**src/rtl/gef_pkg.sv**
```systemverilog
// shared types and constants of the gray edge filter
package gef_pkg;

   localparam int PIX_W       = 8;
   localparam int GRAY_W      = 8;
   localparam int DIM_W       = 13;
   localparam int DIM_CMP_W   = 14;
   localparam int CSR_IDX_W   = 2;
   localparam int WSUM_W      = 15;
   localparam int RECIP_W     = 16;
   localparam int RECIP_SHIFT = 22;
   localparam int CONV_W      = 14;

   localparam int HEIGHT_LIMIT = 4096;
   localparam logic [DIM_W-1:0] WIDTH_RESET  = 13'd640;
   localparam logic [DIM_W-1:0] HEIGHT_RESET = 13'd480;

   localparam int FIFO_DEPTH = 4;
   localparam int FIFO_PTR_W = 2;
   localparam int FIFO_CNT_W = 3;

   // command codes
   localparam logic CMD_PIXEL = 1'b0;
   localparam logic CMD_PAD   = 1'b1;

   // luma weights in percent, and ceil(2^22 / 100) for the divide by 100
   localparam logic [WSUM_W-1:0]  W_RED      = 15'd30;
   localparam logic [WSUM_W-1:0]  W_GREEN    = 15'd59;
   localparam logic [WSUM_W-1:0]  W_BLUE     = 15'd11;
   localparam logic [RECIP_W-1:0] GRAY_RECIP = 16'd41944;

   // kernel taps
   localparam logic signed [CONV_W-1:0] K_CORNER = 14'sd1;
   localparam logic signed [CONV_W-1:0] K_SIDE   = 14'sd2;
   localparam logic signed [CONV_W-1:0] K_CENTER = -14'sd13;
   localparam logic signed [CONV_W-1:0] CLAMP_MAX = 14'sd255;

   typedef enum logic [CSR_IDX_W-1:0] {
      REG_IMAGE_WIDTH  = 2'd0,
      REG_IMAGE_HEIGHT = 2'd1
   } csr_reg_type;

   typedef logic [GRAY_W-1:0] gray_type;

   // [row][col], row 0 is the oldest line, col 2 the newest column
   typedef gray_type [2:0][2:0] window_type;

   typedef struct packed {
      logic s1_result;
      logic s2_result;
      logic frame_last;
   } win_status_type;

   typedef struct packed {
      logic [GRAY_W-1:0] edge_value;
      logic              frame_last;
   } result_type;

endpackage

```
**src/rtl/gef_fifo.sv**
```systemverilog
// small result queue between the filter pipeline and the result channel
module gef_fifo (
   input  logic                                clock,
   input  logic                                reset,
   input  logic                                push,
   input  gef_pkg::result_type                 push_data,
   input  logic                                pop_ready,
   output logic                                pop_valid,
   output gef_pkg::result_type                 pop_data,
   output logic [gef_pkg::FIFO_CNT_W-1:0]      count
);

   localparam int PTR_W = gef_pkg::FIFO_PTR_W;
   localparam int CNT_W = gef_pkg::FIFO_CNT_W;

   gef_pkg::result_type  entry_ff [gef_pkg::FIFO_DEPTH];
   logic [PTR_W-1:0]     head_ff, head_in;
   logic [PTR_W-1:0]     tail_ff, tail_in;
   logic [CNT_W-1:0]     count_ff, count_in;
   logic                 pop;

   assign pop_valid = (count_ff != '0);
   assign pop       = pop_valid && pop_ready;
   assign pop_data  = entry_ff[head_ff];
   assign count     = count_ff;

   always_comb begin
      head_in  = pop  ? head_ff + PTR_W'(1) : head_ff;
      tail_in  = push ? tail_ff + PTR_W'(1) : tail_ff;
      count_in = count_ff + CNT_W'(push) - CNT_W'(pop);
   end

   always_ff @(posedge clock) begin
      if (reset) begin
         head_ff  <= '0;
         tail_ff  <= '0;
         count_ff <= '0;
      end else begin
         head_ff  <= head_in;
         tail_ff  <= tail_in;
         count_ff <= count_in;
      end
   end

   always_ff @(posedge clock) begin
      if (push) begin
         entry_ff[tail_ff] <= push_data;
      end
   end

   a_no_overflow: assert property (@(posedge clock) disable iff (reset)
      push |-> (count_ff != CNT_W'(gef_pkg::FIFO_DEPTH)) || pop)
      else $error("result queue overflow");

endmodule

```
**config.mk**
```make
export PLATFORM = sky130hd
export DESIGN_NAME = gef_fifo
export DESIGN_NICKNAME = d
export VERILOG_FILES = /design/src/rtl/gef_pkg.sv /design/src/rtl/gef_fifo.sv
export SDC_FILE = /design/constraint.sdc
export NUM_CORES = 1
export LEC_CHECK = 0
export ABC_CLOCK_PERIOD_IN_PS = 5100
export BUFFER_PORTS_ARGS = -buffer_cell sky130_fd_sc_hd__buf_2
export CORE_MARGIN = 2
export CORE_UTILIZATION = 50
export DETAILED_ROUTE_END_ITERATION = 12
export GPL_ROUTABILITY_DRIVEN = 0
export GPL_TIMING_DRIVEN = 0
export PLACE_DENSITY = 0.72
export RECOVER_POWER = 50
export SKIP_LAST_GASP = 1
export SLEW_MARGIN = 15
export SYNTH_ARGS = -nofsm -noshare
export SYNTH_HDL_FRONTEND = slang
export SYNTH_SLANG_ARGS = --single-unit
```
**constraint.sdc**
```tcl
create_clock -name clock -period 5.1 [get_ports clock]
set_input_delay 0.51 -clock clock [delete_from_list [all_inputs] [get_ports clock]]
set_output_delay 0.51 -clock clock [all_outputs]
set_load 0.05 [all_outputs]
```
# [Word level (Yosys, flattened, before mapping)]
# Memories as Yosys holds them, arrays and structs flattened. A register that Yosys moved wholly into a read port is not among the register bits.
# Index checks and enable logic that the tools add are counted.
[word_totals] regBits=7 ram_bits=36 inputBits=13 out_inout_bits=13 word_cells=14 n_memories=1
[classes] n_addsub=4 mux=4 n_reduce_logical=2
[memory_table] memory="entry_ff" depth=4 word_bits=9 read_ports=1 rd_ports_with_merged_regs=1 write_ports=1 line_no="gef_fifo.sv:16" text="gef_pkg::result_type entry_ff [gef_pkg::FIFO_DEPTH];"
[ops] op="$add 2x1->2 const B" n=2
[ops] op="$mux 2" n=2
[ops] op="$add 3x1->3" n=1
[ops] op="$reduce_bool 3->1" n=1
[ops] op="$sub 3x1->3" n=1
[ops] op="$mux 1" n=2
[ops] op="$logic_and 1x1->1" n=1

# [Longest topological paths before layout]
[depth] ltp_word=4 depth_mapped=7 mapped_depth_nobuf=7

# [Worst setup path before layout]
# OpenSTA, ideal clock, no wires.
[synth_path] kind="reg-to-reg" from="register count_ff[1], in the netlist count[1]" to="register count_ff[2], in the netlist count[2]" setup_ns=0.126 arrival_time_ns=1.951 required_ns=4.974 slack_ns=3.023 path_stages_with_launch=8 path_buffers=0 period_less_slack_ns=2.077 path_cell_list="dfxtp_1 o31a_1 ha_1 inv_1 ha_1 fa_1 xor3_1 nor2_1"
[synth_via] elab_chain_len=3 elab_cells_between_ends=4 cone_classes="add/sub (2); reduce/logical (2)"
[synth_lines] element="from (decl)" line_no="gef_fifo.sv:19" text="logic [CNT_W-1:0] count_ff, count_in;"
[synth_lines] element="from (signal assigned)" line_no="gef_fifo.sv:41" text="count_ff <= count_in;"
[synth_lines] element="$reduce_bool 3->1" line_no="gef_fifo.sv:22" text="assign pop_valid = (count_ff != '0);"
[synth_lines] element="$logic_and 1x1->1" line_no="gef_fifo.sv:23" text="assign pop = pop_valid && pop_ready;"
[synth_lines] element="named net pop" line_no="gef_fifo.sv:20" text="logic pop;"
[synth_lines] element="$sub 3x1->3" line_no="gef_fifo.sv:30" text="count_in = count_ff + CNT_W'(push) - CNT_W'(pop);"
# The timed path passes the listed nets, and every way through them passes these cells.
# A chain may end at the register's enable or synchronous reset.

==> flow_summary.toml <==
[logic_synthesis]
netlist_area_um2 = 1760
synth.yosys.seq_area_share_pct = 71.5
yosys-top-cells-count = "edfxtp_1, dfxtp_1, mux4_2, ha_1, inv_1"
synthesis.nets = 112
unique_cell_type_count_in_the_yosys_netlist = 19
post_synth_main_area_contributors = "edfxtp_1, mux4_2, dfxtp_1"
syn_avg_cell_area_um2 = 19.2
ys_dominant_reg_cell = "edfxtp_1"
postSynthCellCount = 92
synthArstFlopShare_pct = 0
yosys_register_bits = 45
synth_enable_flop_cells = 36
synth_top_cell_area_share_pct = 61.3
yosys_warnings = 0
synth.largest_area_cell = "edfxtp_1"
synth_most_common_cell = "edfxtp_1"

[global_routing]
grt_usage_pct = 14.7
global_route_wire_length_before_repair_um = 4260
gr-total-overflow = 0
grt_pass1_vias = 900
antenna_violations_before_repair = 0
grt_start_max_net_pins = 17

[cts]
cts_resized = 0
clkTransAtPathRegs_ns = 0.14
tritoncts_num_sinks = 45
cts_tree = "done"
cts-buffers-inserted = 5
post-cts-setup-buffer-count = 0
count_of_hold_buffers_inserted_by_post_cts_repair = 0
cts_root_buf = "clkbuf_4"
htree_levels = 2
clock_insertion_delay_worst_skew_ns = 0.36
cts-root-to-sink-buffers = 2

[floorplanning]
floorplan.die_area_um2 = 4020
initial_utilization_pct = 52.4
die_w_um = 63.4
die_height_um = 63.4
std_cell_rows = 21
ioPinCount = 26
floorplan.core_area_um2 = 3360

[run]
cap_viol_max_count = 0

[timing]
timing.final.crit_share_pct = 44.7
timing.final.max_slew_violations = 0
setup-tns-final_ns = 0
tightestPinTransition_ns = 0.691
layout_setup_ws_ns = 2.82
max_clock_freq_mhz = 438
post-route-min-period_ns = 2.28
timing.max_slew.rel_slack_pct = 53.9
count_of_endpoints_failing_setup_in_the_final_report = 0
skew_ns = 0.0126
unrepaired_setup_endpoints_after_global_routing = "false"
report.final.hold_viol_count = 0

[route]
via_per_inst = 5.08
drt_first_iter_violations = 24
detail_route.drc_violations = 0
antenna_left = 0
totalWireLength_um = 2440
drt_pre_antenna_iters = 3
post_drt_wl_per_cell_um = 14.4
routed-via-count = 863

[critical_path]
worstPathRequired_ns = 4.59
path_max_fanout = 9
startpoint_type = "flop"
arrival_ns = 1.77
critical_path.endpoint_type = "primary output"
path_class = "flop to primary output"

[status]
outcome = "finished clean"

[placement]
dp_cells = 162
post-place-ws_ns = 3.10
dp_hpwl_um = 1690
place.port_buffers = 24

[finish]
post_route_cells_drive_above_1_share_pct = 26.6
n_antenna_cell = 0
nets = 143
layout-area-overhead-vs-synth_pct = 13.0
number_of_standard_cells_in_the_layout_taps_in_and_fillers_out = 170

[pwr]
vdd_ir_drop_max_v = 0.000386
power.density_nw_per_um2 = 475
power.leakage_uw = 0.000709

[worst_hold_path]
worst_hold_class = "input pin to flop"
==> through the flow <==
| stage | power [uW] | hold WS (ns) | cell area (um2) | util [%] |
|---|---|---|---|---|
| floorplan | 726 | 0.514 | 1760 | - |
| global placement | 784 | 0.538 | 1940 | 57.7 |
| detailed placement | 791 | 0.556 | 1940 | 57.7 |
| CTS | 961 | 0.337 | 2000 | 59.6 |
| global route | 1000 | 0.387 | 1990 | 59.2 |
| finish | 947 | 0.394 | 1990 | 59.2 |
==> layout by cell type, fill, tap and decap left out, drive strengths merged <==
master / instances
buf: 16
mux2: 3
and2: 4
xnor2: 1
nor2b: 4
fa: 1
o311ai: 1
or3: 1
mux4: 9
o31a: 1
nor2: 5
clkinvlp: 1
ha: 6
dfxtp: 9
inv: 7
xor3: 1
edfxtp: 36
mux2i: 1
clkinv: 1
clkbuf: 16
==> layer usage <==
metal / vias up / wire length (um) / global-route usage (%)
met4: 0 / 48 / 6.52
met2: 22 / 1210 / 23.7
met5: - / 0 / 0
met3: 5 / 157 / 5.54
met1: 422 / 1030 / 17.7
li1: 414 / - / -
==> worst max-delay path, cell delays in order (launching register included) <==
cell and delay [ns]:
dfxtp_1 0.33, clkbuf_1 0.46, mux4_2 0.40, buf_2 0.23
==> sequential cells by signal (all words and copies together), names as in the netlist, named ones only <==
register and flops:
tail_ff 2, head_ff 2, count 3, entry_ff 36
==> final cells by class <==
class                           instances  area [um2]
Fill cell                             284        1370
Sequential cell                        45        1260
Multi-Input combinational cell         38         467
Timing Repair Buffer                   24         109
Tap cell                               46        57.6
Clock buffer                            5        37.5
Clock inverter                          3        25.0
Inverter                                6        22.5
Buffer                                  3        12.5
==> where the power goes <==
part | internal [uW] | switching [uW] | leakage (uW) | total, uW
registers | 430 | 19.3 | 0.000405 | 449
clock network | 56.2 | 116 | 0.0000318 | 172
logic | 114 | 212 | 0.000273 | 326
==> worst paths after layout <==
path                            slack, ns    startpoint        endpoint  cells past startpoint
worst max-delay path                 2.82          flop     pop_data[6]                      3
worst min-delay path                 0.39  push_data[1]  entry_ff[3][1]                      1
worst max register to register       3.14      count[1]        count[2]                      7
worst min register to register       0.57    tail_ff[1]      tail_ff[1]                      2
==> logic make-up (layout without fill, tap and decap cells) <==
family / Yosys count / count (layout) / synth area share [%]
flip-flops: 45 / 45 / 71.5
AND/OR/NAND/NOR: 14 / 14 / 4.26
multiplexers: 13 / 13 / 14.0
buffers and inverters: 9 / 41 / 1.99
adder cells (fa/ha/maj): 7 / 7 / 5.39
AO/OA/AOI/OAI: 2 / 2 / 0.994
XOR/XNOR: 2 / 2 / 1.85
Power figures use the tool's default switching activity.
