--- config.mk ---
export PLATFORM = sky130hd
export DESIGN_NAME = gef_conv
export DESIGN_NICKNAME = d
export VERILOG_FILES = /design/src/rtl/gef_pkg.sv /design/src/rtl/gef_conv.sv
export SDC_FILE = /design/constraint.sdc
export NUM_CORES = 1
export LEC_CHECK = 0
export BUFFER_PORTS_ARGS = -buffer_cell sky130_fd_sc_hd__buf_4
export CAP_MARGIN = 15
export CORE_MARGIN = 3
export CORE_UTILIZATION = 55
export DETAILED_ROUTE_END_ITERATION = 8
export GPL_TIMING_DRIVEN = 0
export PLACE_DENSITY = 0.91
export SYNTH_ARGS = -nofsm -noshare
export SYNTH_HDL_FRONTEND = slang
export SYNTH_SLANG_ARGS = --single-unit
--- constraint.sdc ---
create_clock -name vclk -period 20
set_input_delay 4 -clock vclk [all_inputs]
set_output_delay 4 -clock vclk [all_outputs]
set_load 0.005 [all_outputs]
--- src/rtl/gef_pkg.sv ---
// shared types and constants of the gray edge filter
package gef_pkg;

   localparam int PIX_W       = 8;
   localparam int GRAY_W      = 8;
   localparam int DIM_W       = 13;
   localparam int DIM_CMP_W   = 14;
   localparam int CSR_IDX_W   = 2;
   localparam int WSUM_W      = 15;
   localparam int RECIP_W     = 16;
   localparam int RECIP_SHIFT = 22;
   localparam int CONV_W      = 14;

   localparam int HEIGHT_LIMIT = 4096;
   localparam logic [DIM_W-1:0] WIDTH_RESET  = 13'd640;
   localparam logic [DIM_W-1:0] HEIGHT_RESET = 13'd480;

   localparam int FIFO_DEPTH = 4;
   localparam int FIFO_PTR_W = 2;
   localparam int FIFO_CNT_W = 3;

   // command codes
   localparam logic CMD_PIXEL = 1'b0;
   localparam logic CMD_PAD   = 1'b1;

   // luma weights in percent, and ceil(2^22 / 100) for the divide by 100
   localparam logic [WSUM_W-1:0]  W_RED      = 15'd30;
   localparam logic [WSUM_W-1:0]  W_GREEN    = 15'd59;
   localparam logic [WSUM_W-1:0]  W_BLUE     = 15'd11;
   localparam logic [RECIP_W-1:0] GRAY_RECIP = 16'd41944;

   // kernel taps
   localparam logic signed [CONV_W-1:0] K_CORNER = 14'sd1;
   localparam logic signed [CONV_W-1:0] K_SIDE   = 14'sd2;
   localparam logic signed [CONV_W-1:0] K_CENTER = -14'sd13;
   localparam logic signed [CONV_W-1:0] CLAMP_MAX = 14'sd255;

   typedef enum logic [CSR_IDX_W-1:0] {
      REG_IMAGE_WIDTH  = 2'd0,
      REG_IMAGE_HEIGHT = 2'd1
   } csr_reg_type;

   typedef logic [GRAY_W-1:0] gray_type;

   // [row][col], row 0 is the oldest line, col 2 the newest column
   typedef gray_type [2:0][2:0] window_type;

   typedef struct packed {
      logic s1_result;
      logic s2_result;
      logic frame_last;
   } win_status_type;

   typedef struct packed {
      logic [GRAY_W-1:0] edge_value;
      logic              frame_last;
   } result_type;

endpackage

--- src/rtl/gef_conv.sv ---
// 3x3 kernel sum with clamp to 0..255
module gef_conv (
   input  gef_pkg::window_type          window,
   output logic [gef_pkg::GRAY_W-1:0]   edge_value
);

   localparam int CONV_W = gef_pkg::CONV_W;

   logic signed [CONV_W-1:0] corner;
   logic signed [CONV_W-1:0] side;
   logic signed [CONV_W-1:0] center;
   logic signed [CONV_W-1:0] sum;

   always_comb begin
      corner = CONV_W'(window[0][0]) + CONV_W'(window[0][2])
             + CONV_W'(window[2][0]) + CONV_W'(window[2][2]);
      side   = CONV_W'(window[0][1]) + CONV_W'(window[1][0])
             + CONV_W'(window[1][2]) + CONV_W'(window[2][1]);
      center = CONV_W'(window[1][1]);
      sum    = gef_pkg::K_CORNER * corner + gef_pkg::K_SIDE * side
             + gef_pkg::K_CENTER * center;
      if (sum < 0) begin
         edge_value = '0;
      end else if (sum > gef_pkg::CLAMP_MAX) begin
         edge_value = '1;
      end else begin
         edge_value = sum[gef_pkg::GRAY_W-1:0];
      end
   end

endmodule

-- Word level (Yosys, flattened, before mapping)
Index checks and enable logic that the tools add are counted.
W data, S select, Z words.
- register bits: 0
- output and inout bits: 8
- $lt $le $gt $ge: 2
- $add $sub $neg: 8
- mux-type cells: 2
- multipliers: 1
- operators with widths (kind ; number):
    $add A10 B8 Y11 ; 2
    $add A9 B8 Y10 ; 2
    $add A8 B8 Y9 ; 2
    $mux W8 ; 2
    $add A14 B14 Y14 ; 1
    $gt A14 B9 Y1 const B ; 1
    $lt A14 B1 Y1 const B ; 1
    $mul A5 B9 Y14 const A ; 1
    $add A11 B12 Y13 ; 1

-- Depth between registers and ports, before layout
Gate-level depths: netlist (run 1).
- word-level depth: 8
- depth in mapped cells: 30
- depth with buffers taken out: 30

-- Least setup slack after synthesis (run 1)
OpenSTA, ideal clock, no wires.
- path type: input to output
- start: input port window[9] in the netlist's numbering
- end: output port edge_value[5] in the netlist's numbering
- required time: 16000 ps
- setup slack: 5617 ps
- arrival time: 10383 ps
- cell stages on the path: 27
- path through: inv_1 -> fa_1 -> inv_1 -> fa_1 -> ha_1 -> inv_1 -> fa_1 -> inv_1 -> fa_1 -> inv_1 -> fa_1 -> nor2b_1 -> o21ai_0 -> a21boi_0 -> o21ai_0 -> nor2b_1 -> xnor2_1 -> ha_1 -> ha_1 -> fa_1 -> ha_1 -> ha_1 -> or3_1 -> o221ai_2 -> a31oi_1 -> a311oi_4 -> a31oi_1
- longest elaborated chain between the ends: 8
- RTL lines (item ; RTL line ; RTL):
    from (decl) ; gef_conv.sv:3 ; input gef_pkg::window_type window,
    $add A8 B8 Y9 (*) ; gef_conv.sv:17 ; side = CONV_W'(window[0][1]) + CONV_W'(window[1][0])
    $add A9 B8 Y10 (*) ; gef_conv.sv:18 ; + CONV_W'(window[1][2]) + CONV_W'(window[2][1]);
    $add A10 B8 Y11 (*) ; gef_conv.sv:18 ;
    $add A11 B12 Y13 (*) ; gef_conv.sv:20 ; sum = gef_pkg::K_CORNER * corner + gef_pkg::K_SIDE * side
    $add A14 B14 Y14 (*) ; gef_conv.sv:21 ; + gef_pkg::K_CENTER * center;
    $gt A14 B9 Y1 ; gef_conv.sv:24 ; end else if (sum > gef_pkg::CLAMP_MAX) begin
    $mux W8 ; gef_conv.sv:24 ;
    $mux W8 (*) ; gef_conv.sv:22 ; if (sum < 0) begin
    to (decl) ; gef_conv.sv:4 ; output logic [gef_pkg::GRAY_W-1:0] edge_value
Every way passes the cells marked *; elsewhere a longest branch is shown, timed or not.

-- Worst setup path after layout (run 1)
- start: input port window[9] in the netlist's numbering
- end: output port edge_value[1] in the netlist's numbering
The elaborated chain is that of the path after synthesis.

==> run metrics, run 1 <==
fin. max-slew vios 0; worst stage delay on the critical path 0.52 ns; buffers and inverters on the worst path 5; Max-Cap Viols 0; most frequent cells in the layout 80 x buf_4, 78 x inv_1, 55 x ha_1; Die Y 77.5 um; critical path class in -> out; Cells after Synth 296; Core ar. 4820 um2; Placement Cell Area 3500 um2; Final Non-Filler Cells 443; Fmax 65.4 MHz; first-pass GRT wire length 9.83 mm; Crit path top cell by count ha_1; worst-path maximum fanout 8; post-synth top area cell fa_1; post-synthesis sequential area ratio 0%; initial antenna violation count 0; n_diodes 0; Initial Utilization 58.4%; Die X 77.5 um; clock buffers 0; Storage cell area 0 um2; placer congestion estimate 0.786; cell family with most CP delay adder cells; Req. time, crit path 16.00 ns; measured slew at the worst slew-check pin 0.585 ns; Startpoint Class primary input; commonest non-fill, non-tap cell in the layout buf_4; Pre-antenna DRT Iters 4; number of global-route vias before repair 2500; post-CTS setup buffer count 0; Mapped Nets 477; Post-CTS Hold Fix Bufs 0; wire per inst 12.8 um; Setup Total Neg Slack 0 ns; period utilization 76.4%; minimum clock period 15.29 ns; run status complete, no violations; final hold violations 0; PostCTS Resize Cnt 0; Arr. time, crit path 11.29 ns; dominant cells by area after synthesis fa_1 38%, ha_1 24%, inv_1 10%; global route overflow 0; worst rel slew slack 60.9%; Final Util 72.6%; pin count of the biggest net entering global routing 9; Vias/cell 5.17; Netlist cell types 36; Antenna Nets Post-Route 0; # IOs 80; routed wire length 5.69 mm; PortBufs 80; total placed cells including tap cells 443; DPL Wire Length 5.38 mm; layout cells sized above 1 23.7%; die area 6010 um2; post-route cell area 3500 um2; Slowest cell on crit path fa_1; via count 2291; DRC 0; FP Rows 25; sequential cells 0; P&R area growth vs syn 24.3%; area share of the largest cell type after synthesis 38.5%; Syn. warnings 0; Worst setup EP type output pin; HP Class in -> out; Total GRT Usage 19.3%; Setup violations, final 0; Avg Synthesized Cell Area 9.50 um2; # nets final 559; RSZ-0062 raised after global routing no; Initial DRC Count 47; Synth Cell Area 2810 um2
layout make-up:
cell class	instances	area, um2
fillers	383	1320
inverters	78	293
multi-input cells	218	2520
well taps	67	83.8
repair buffers	80	601
cell usage after synthesis, drive strengths merged:
cell type   n
or3         5
nor2b       6
a21oi      11
o31ai       1
a21o        6
nand2       4
nor3b       1
xor2        8
nand2b      2
nand3       1
o41a        1
nand4       1
o31a        1
a31oi      12
a21boi      2
and2        1
fa         54
o211ai      1
nand4b      1
inv        78
o221ai      1
nor3        6
a2111oi     1
o21ai       8
xnor2       8
or2         1
a211oi      1
a311oi      2
nor2       11
o21a        3
or4         1
ha         55
nand3b      1
per-stage QoR:
step | setup slack, ns | hold slack (ns)
2_1_floorplan | 5.62 | 8.28
3_3_place_gp | 5.01 | 8.48
3_5_place_dp | 4.81 | 8.51
4_1_cts | 4.77 | 8.51
5_1_grt | 4.35 | 8.57
6_report | 4.71 | 8.50
final timing paths:
| check | start | endpoint | slack (ns) | depth (start not counted) |
|---|---|---|---|---|
| setup / recovery | window[9] | edge_value[1] | 4.71 | 31 |
| hold / removal | window[32] | edge_value[0] | 8.50 | 5 |
metal layers:
| metal | global-route usage (%) | routed length (um) | vias to the layer above |
|---|---|---|---|
| li1 | - | - | 1128 |
| met1 | 22.9 | 2280 | 1103 |
| met2 | 39.3 | 3180 | 56 |
| met3 | 1.04 | 189 | 4 |
| met4 | 1.25 | 37 | 0 |
| met5 | 0 | 0 | - |
tightest hold or removal path: cells and delay by family:
family,cells,cell delay [ns]
buffers and inverters,3,0.26
adders and majority gates,1,0.13
AOI/OAI and AO/OA,1,0.11
logic make-up after synthesis:
| kind of cell | after synthesis | share of synthesized area [%] |
|---|---|---|
| buffers and inverters | 78 | 10.4 |
| AOI/OAI and AO/OA | 51 | 13.0 |
| and+or+nand+nor | 42 | 8.68 |
| xor gates and xnor gates | 16 | 4.98 |
| adders and majority gates | 109 | 62.9 |
Power of run 1 is left out: the tool's default activity adds up to more than one toggle a clock period on the data nets, which glitch-free logic cannot reach.
==> inputs of run 2 (changes only) <==
--- a/config.mk
+++ b/config.mk
@@ -8,10 +8,10 @@
 export BUFFER_PORTS_ARGS = -buffer_cell sky130_fd_sc_hd__buf_4
 export CAP_MARGIN = 15
 export CORE_MARGIN = 3
-export CORE_UTILIZATION = 55
+export CORE_UTILIZATION = 51
 export DETAILED_ROUTE_END_ITERATION = 8
 export GPL_TIMING_DRIVEN = 0
-export PLACE_DENSITY = 0.91
+export PLACE_DENSITY = 0.89
 export SYNTH_ARGS = -nofsm -noshare
 export SYNTH_HDL_FRONTEND = slang
 export SYNTH_SLANG_ARGS = --single-unit
==> constraint.sdc (replaced) <==
create_clock -name vclk -period 12.4
set_input_delay 2.48 -clock vclk [all_inputs]
set_output_delay 2.48 -clock vclk [all_outputs]
set_load 0.005 [all_outputs]
==> run 2 against run 1 <==
Against the previous run:
- critical path depth fell by 1
- flip-flop and latch count unchanged
- utilization shrank 4.5 points
- global-route usage shrank 2.6 points
- non-clock buffer count is 1 higher
- die area is 7.2% higher
- first-iteration DRC count is 15% higher
- setup slack lost 4.4 ns
- sequential share of layout area did not move
- via count grew 0.52%
- wire length about the same
- cell area up 1.3%
==> run metrics, run 2 (synthesis gave the netlist of run 1 again) <==
HP Class in -> out (unchanged); wire per inst 12.7 um (was 12.8 um); Slowest cell on crit path fa_1 (unchanged); Final Util 68.1% (was 72.6%); period utilization 97.2%; critical path class in -> out (unchanged); Vias/cell 5.15 (was 5.17); FP Rows 26 (was 25); worst rel slew slack 70.8% (was 60.9%); layout cells sized above 1 25.2% (was 23.7%); Fmax 83.0 MHz; placer congestion estimate 0.807 (was 0.786); Max-Cap Viols 0 (unchanged); cell family with most CP delay adder cells (unchanged); clock buffers 0 (unchanged); routed wire length 5.69 mm (about the same); Storage cell area 0 um2 (unchanged); minimum clock period 12.05 ns; worst-path maximum fanout 8 (unchanged); global route overflow 0 (unchanged); Pre-antenna DRT Iters 4 (unchanged); Initial Utilization 54.0% (was 58.4%); Hold WS 5.46 ns (was 8.50 ns); PortBufs 80 (unchanged); Setup violations, final 0 (unchanged); Startpoint Class primary input (unchanged); Post-CTS Hold Fix Bufs 0 (unchanged); Arr. time, crit path 9.57 ns (was 11.29 ns); n_diodes 0 (unchanged); Setup Total Neg Slack 0 ns (unchanged); die area 6440 um2 (was 6010 um2); initial antenna violation count 0 (unchanged); measured slew at the worst slew-check pin 0.438 ns (was 0.585 ns); worst stage delay on the critical path 0.53 ns (was 0.52 ns); RSZ-0062 raised after global routing no (unchanged); run status complete, no violations (unchanged); # IOs 80 (unchanged); total placed cells including tap cells 446 (was 443); Total GRT Usage 16.7% (was 19.3%); Die X 80.2 um (was 77.5 um); Worst setup EP type output pin (unchanged); Final Non-Filler Cells 447 (was 443); pin count of the biggest net entering global routing 9 (unchanged); fin. max-slew vios 0 (unchanged); commonest non-fill, non-tap cell in the layout buf_4 (unchanged); final hold violations 0 (unchanged); filler instances 424 (was 383); most frequent cells in the layout 81 x buf_4, 78 x inv_1, 54 x fa_1 (was 80 x buf_4, 78 x inv_1, 55 x ha_1); DPL Wire Length 5.20 mm (was 5.38 mm); Crit path top cell by count ha_1 (unchanged); # nets final 560 (was 559); via count 2303 (was 2291); Die Y 80.2 um (was 77.5 um); P&R area growth vs syn 26.0% (was 24.3%); buffers and inverters on the worst path 5 (unchanged); Antenna Nets Post-Route 0 (unchanged); DRC 0 (unchanged); Core ar. 5200 um2 (was 4820 um2); first-pass GRT wire length 8.96 mm (was 9.83 mm); number of global-route vias before repair 2256 (was 2500); Req. time, crit path 9.92 ns (was 16.00 ns); sequential cells 0 (unchanged); Initial DRC Count 54 (was 47)
## run 2: cell type report
class / instances / area [um2] / area share (%)
multi-input combinational: 218 / 2550 / 72.1
tap: 70 / 87.6 / 2.47
timing repair buffer: 81 / 608 / 17.2
inverter: 78 / 293 / 8.27
## run 2: repair_timing
item	in CTS	in global routing
endpoints found under the setup margin	0	8
endpoints found under the hold margin	0	0
gates resized for setup	0	9
buffers inserted	0	1
## run 2: per-stage QoR
| step | area (um2) | worst slack, ns |
|---|---|---|
| after floorplan | 2810 | 1.06 |
| after CTS | 3500 | 0.291 |
| after global placement | 3500 | 0.451 |
| after detailed placement | 3500 | 0.314 |
| final | 3540 | 0.351 |
| after global routing | 3540 | 0.00574 |
## run 2: final timing paths
path	start	slack, ns	depth (start not counted)	to
hold / removal	window[32]	5.46	5	edge_value[0]
setup / recovery	window[9]	0.35	30	edge_value[2]
## run 2: metal layers
layer / wire length, um / global-route usage, % / vias to the layer above
met1: 2290 / 21.3 / 1109
met5: 0 / 0 / -
li1: - / - / 1127
met2: 3090 / 32.2 / 65
met4: 10 / 0.676 / 0
met3: 295 / 1.01 / 2
Power of run 2 is left out for the same reason.
==> inputs of run 3 (changes only) <==
--- a/config.mk
+++ b/config.mk
@@ -10,7 +10,6 @@
 export CORE_MARGIN = 3
 export CORE_UTILIZATION = 51
 export DETAILED_ROUTE_END_ITERATION = 8
-export GPL_TIMING_DRIVEN = 0
 export PLACE_DENSITY = 0.89
 export SYNTH_ARGS = -nofsm -noshare
 export SYNTH_HDL_FRONTEND = slang
==> run 3 against run 2 <==
Against the previous run:
- utilization decreased by 0.41 points
- non-clock buffer count unchanged
- setup slack got worse by 0.050 ns
- sequential share of layout area did not move
- final cell count is the same
- global-route usage grew 1.7 points
- die area is the same
- clock-buffer cell count is the same
- cell area down 0.60%
- critical path depth unchanged
- flip-flop and latch count unchanged
==> run metrics, run 3 (synthesis gave the netlist of run 1 again) <==
run status complete, no violations (unchanged); Arr. time, crit path 9.62 ns (was 9.57 ns); worst rel slew slack 72.3% (was 70.8%); via count 2327 (was 2303); Post-CTS Hold Fix Bufs 0 (unchanged); Setup violations, final 0 (unchanged); area of the multi-input gates 2530 um2 (was 2550 um2); first-pass GRT wire length 9.87 mm (was 8.96 mm); clock buffers 0 (unchanged); worst stage delay on the critical path 0.52 ns (was 0.53 ns); Core ar. 5200 um2 (unchanged); Initial DRC Count 68 (was 54); most frequent cells in the layout 81 x buf_4, 78 x inv_1, 55 x ha_1 (was 81 x buf_4, 78 x inv_1, 54 x fa_1); Worst Hold Path Cells 5 (unchanged); pin count of the biggest net entering global routing 9 (unchanged); critical path class in -> out (unchanged); CP Launch Point window[9] (unchanged); pre-CTS setup slack 0.185 ns (was 0.314 ns); Storage cell area 0 um2 (unchanged); # nets final 560 (unchanged); Die Y 80.2 um (unchanged); DRC 0 (unchanged); Fmax 82.7 MHz (was 83.0 MHz); number of global-route vias before repair 2475 (was 2256); routed wire length 5.84 mm (was 5.69 mm); worst-path maximum fanout 8 (unchanged); Hold WS 5.46 ns (about the same); # IOs 80 (unchanged); Crit path top cell by count ha_1 (unchanged); Max-Cap Viols 0 (unchanged); Critical Path Sink edge_value[3] (was edge_value[2]); worst setup margin 0.301 ns (was 0.351 ns); final hold violations 0 (unchanged); P&R area growth vs syn 25.2% (was 26.0%); Antenna Nets Post-Route 0 (unchanged); filler instances 419 (was 424); measured slew at the worst slew-check pin 0.414 ns (was 0.438 ns); n_diodes 0 (unchanged); wire per inst 13.1 um (was 12.7 um); Initial Utilization 54.0% (unchanged); DPL Wire Length 5.57 mm (was 5.20 mm); layout cells sized above 1 23.9% (was 25.2%); fin. max-slew vios 0 (unchanged); HP Class in -> out (unchanged); Req. time, crit path 9.92 ns (about the same); Pre-antenna DRT Iters 4 (unchanged); Total GRT Usage 18.3% (was 16.7%); PortBufs 80 (unchanged); Vias/cell 5.21 (was 5.15); sequential cells 0 (unchanged); Slowest cell on crit path fa_1 (unchanged); RSZ-0062 raised after global routing no (unchanged); minimum clock period 12.10 ns (was 12.05 ns); commonest non-fill, non-tap cell in the layout buf_4 (unchanged); period utilization 97.6% (was 97.2%); die area 6440 um2 (unchanged); Setup Total Neg Slack 0 ns (unchanged); global route overflow 0 (unchanged); Worst setup EP type output pin (unchanged); placer congestion estimate 0.812 (was 0.807); Die X 80.2 um (unchanged); Startpoint Class primary input (unchanged); initial antenna violation count 0 (unchanged); FP Rows 26 (unchanged)
-- run 3: what timing repair did --
| item | 4_1_cts | 5_1_grt |
|---|---|---|
| gates resized for setup | 0 | 5 |
| setup buffers | 0 | 1 |
| endpoints found under the setup margin | 0 | 8 |
-- run 3: through the flow --
| step | util [%] | cell area [um2] | instances |
|---|---|---|---|
| floorplan | - | 2810 | 296 |
| finish | 67.6 | 3520 | 447 |
| global route | 67.6 | 3520 | 447 |
| CTS | 67.2 | 3500 | 446 |
| global placement | 67.2 | 3500 | 446 |
| detailed placement | 67.2 | 3500 | 446 |
-- run 3: worst max-delay path, delay by kind of cell --
family / cells / cell delay, ns
buffers and inverters: 7 / 0.61
xor gates and xnor gates: 2 / 0.34
adders and majority gates: 11 / 4.02
AOI/OAI and AO/OA: 7 / 1.41
and+or+nand+nor: 3 / 0.75
-- run 3: metal layers --
layer	track usage, %	routed length [um]	up-vias	part of all wire (%)
li1	-	-	1128	-
met1	24.7	2420	1123	41
met2	33.6	3140	68	54
met3	1.12	238	8	4.1
met4	1.35	39	0	0.67
met5	0	0	-	0
-- run 3: worst min path at each step --
stage	start	end
5_1_grt	window[32]	edge_value[0]
3_5_place_dp	window[32]	edge_value[0]
3_3_place_gp	window[32]	edge_value[0]
6_report	window[32]	edge_value[0]
4_1_cts	window[32]	edge_value[0]
2_1_floorplan	window[32]	edge_value[0]
-- run 3: layout make-up --
cell class	count	area share [%]
inverter	78	8.32
multi-input combinational	218	71.9
tap	70	2.49
timing repair buffer	81	17.3
Power of run 3 is left out for the same reason.
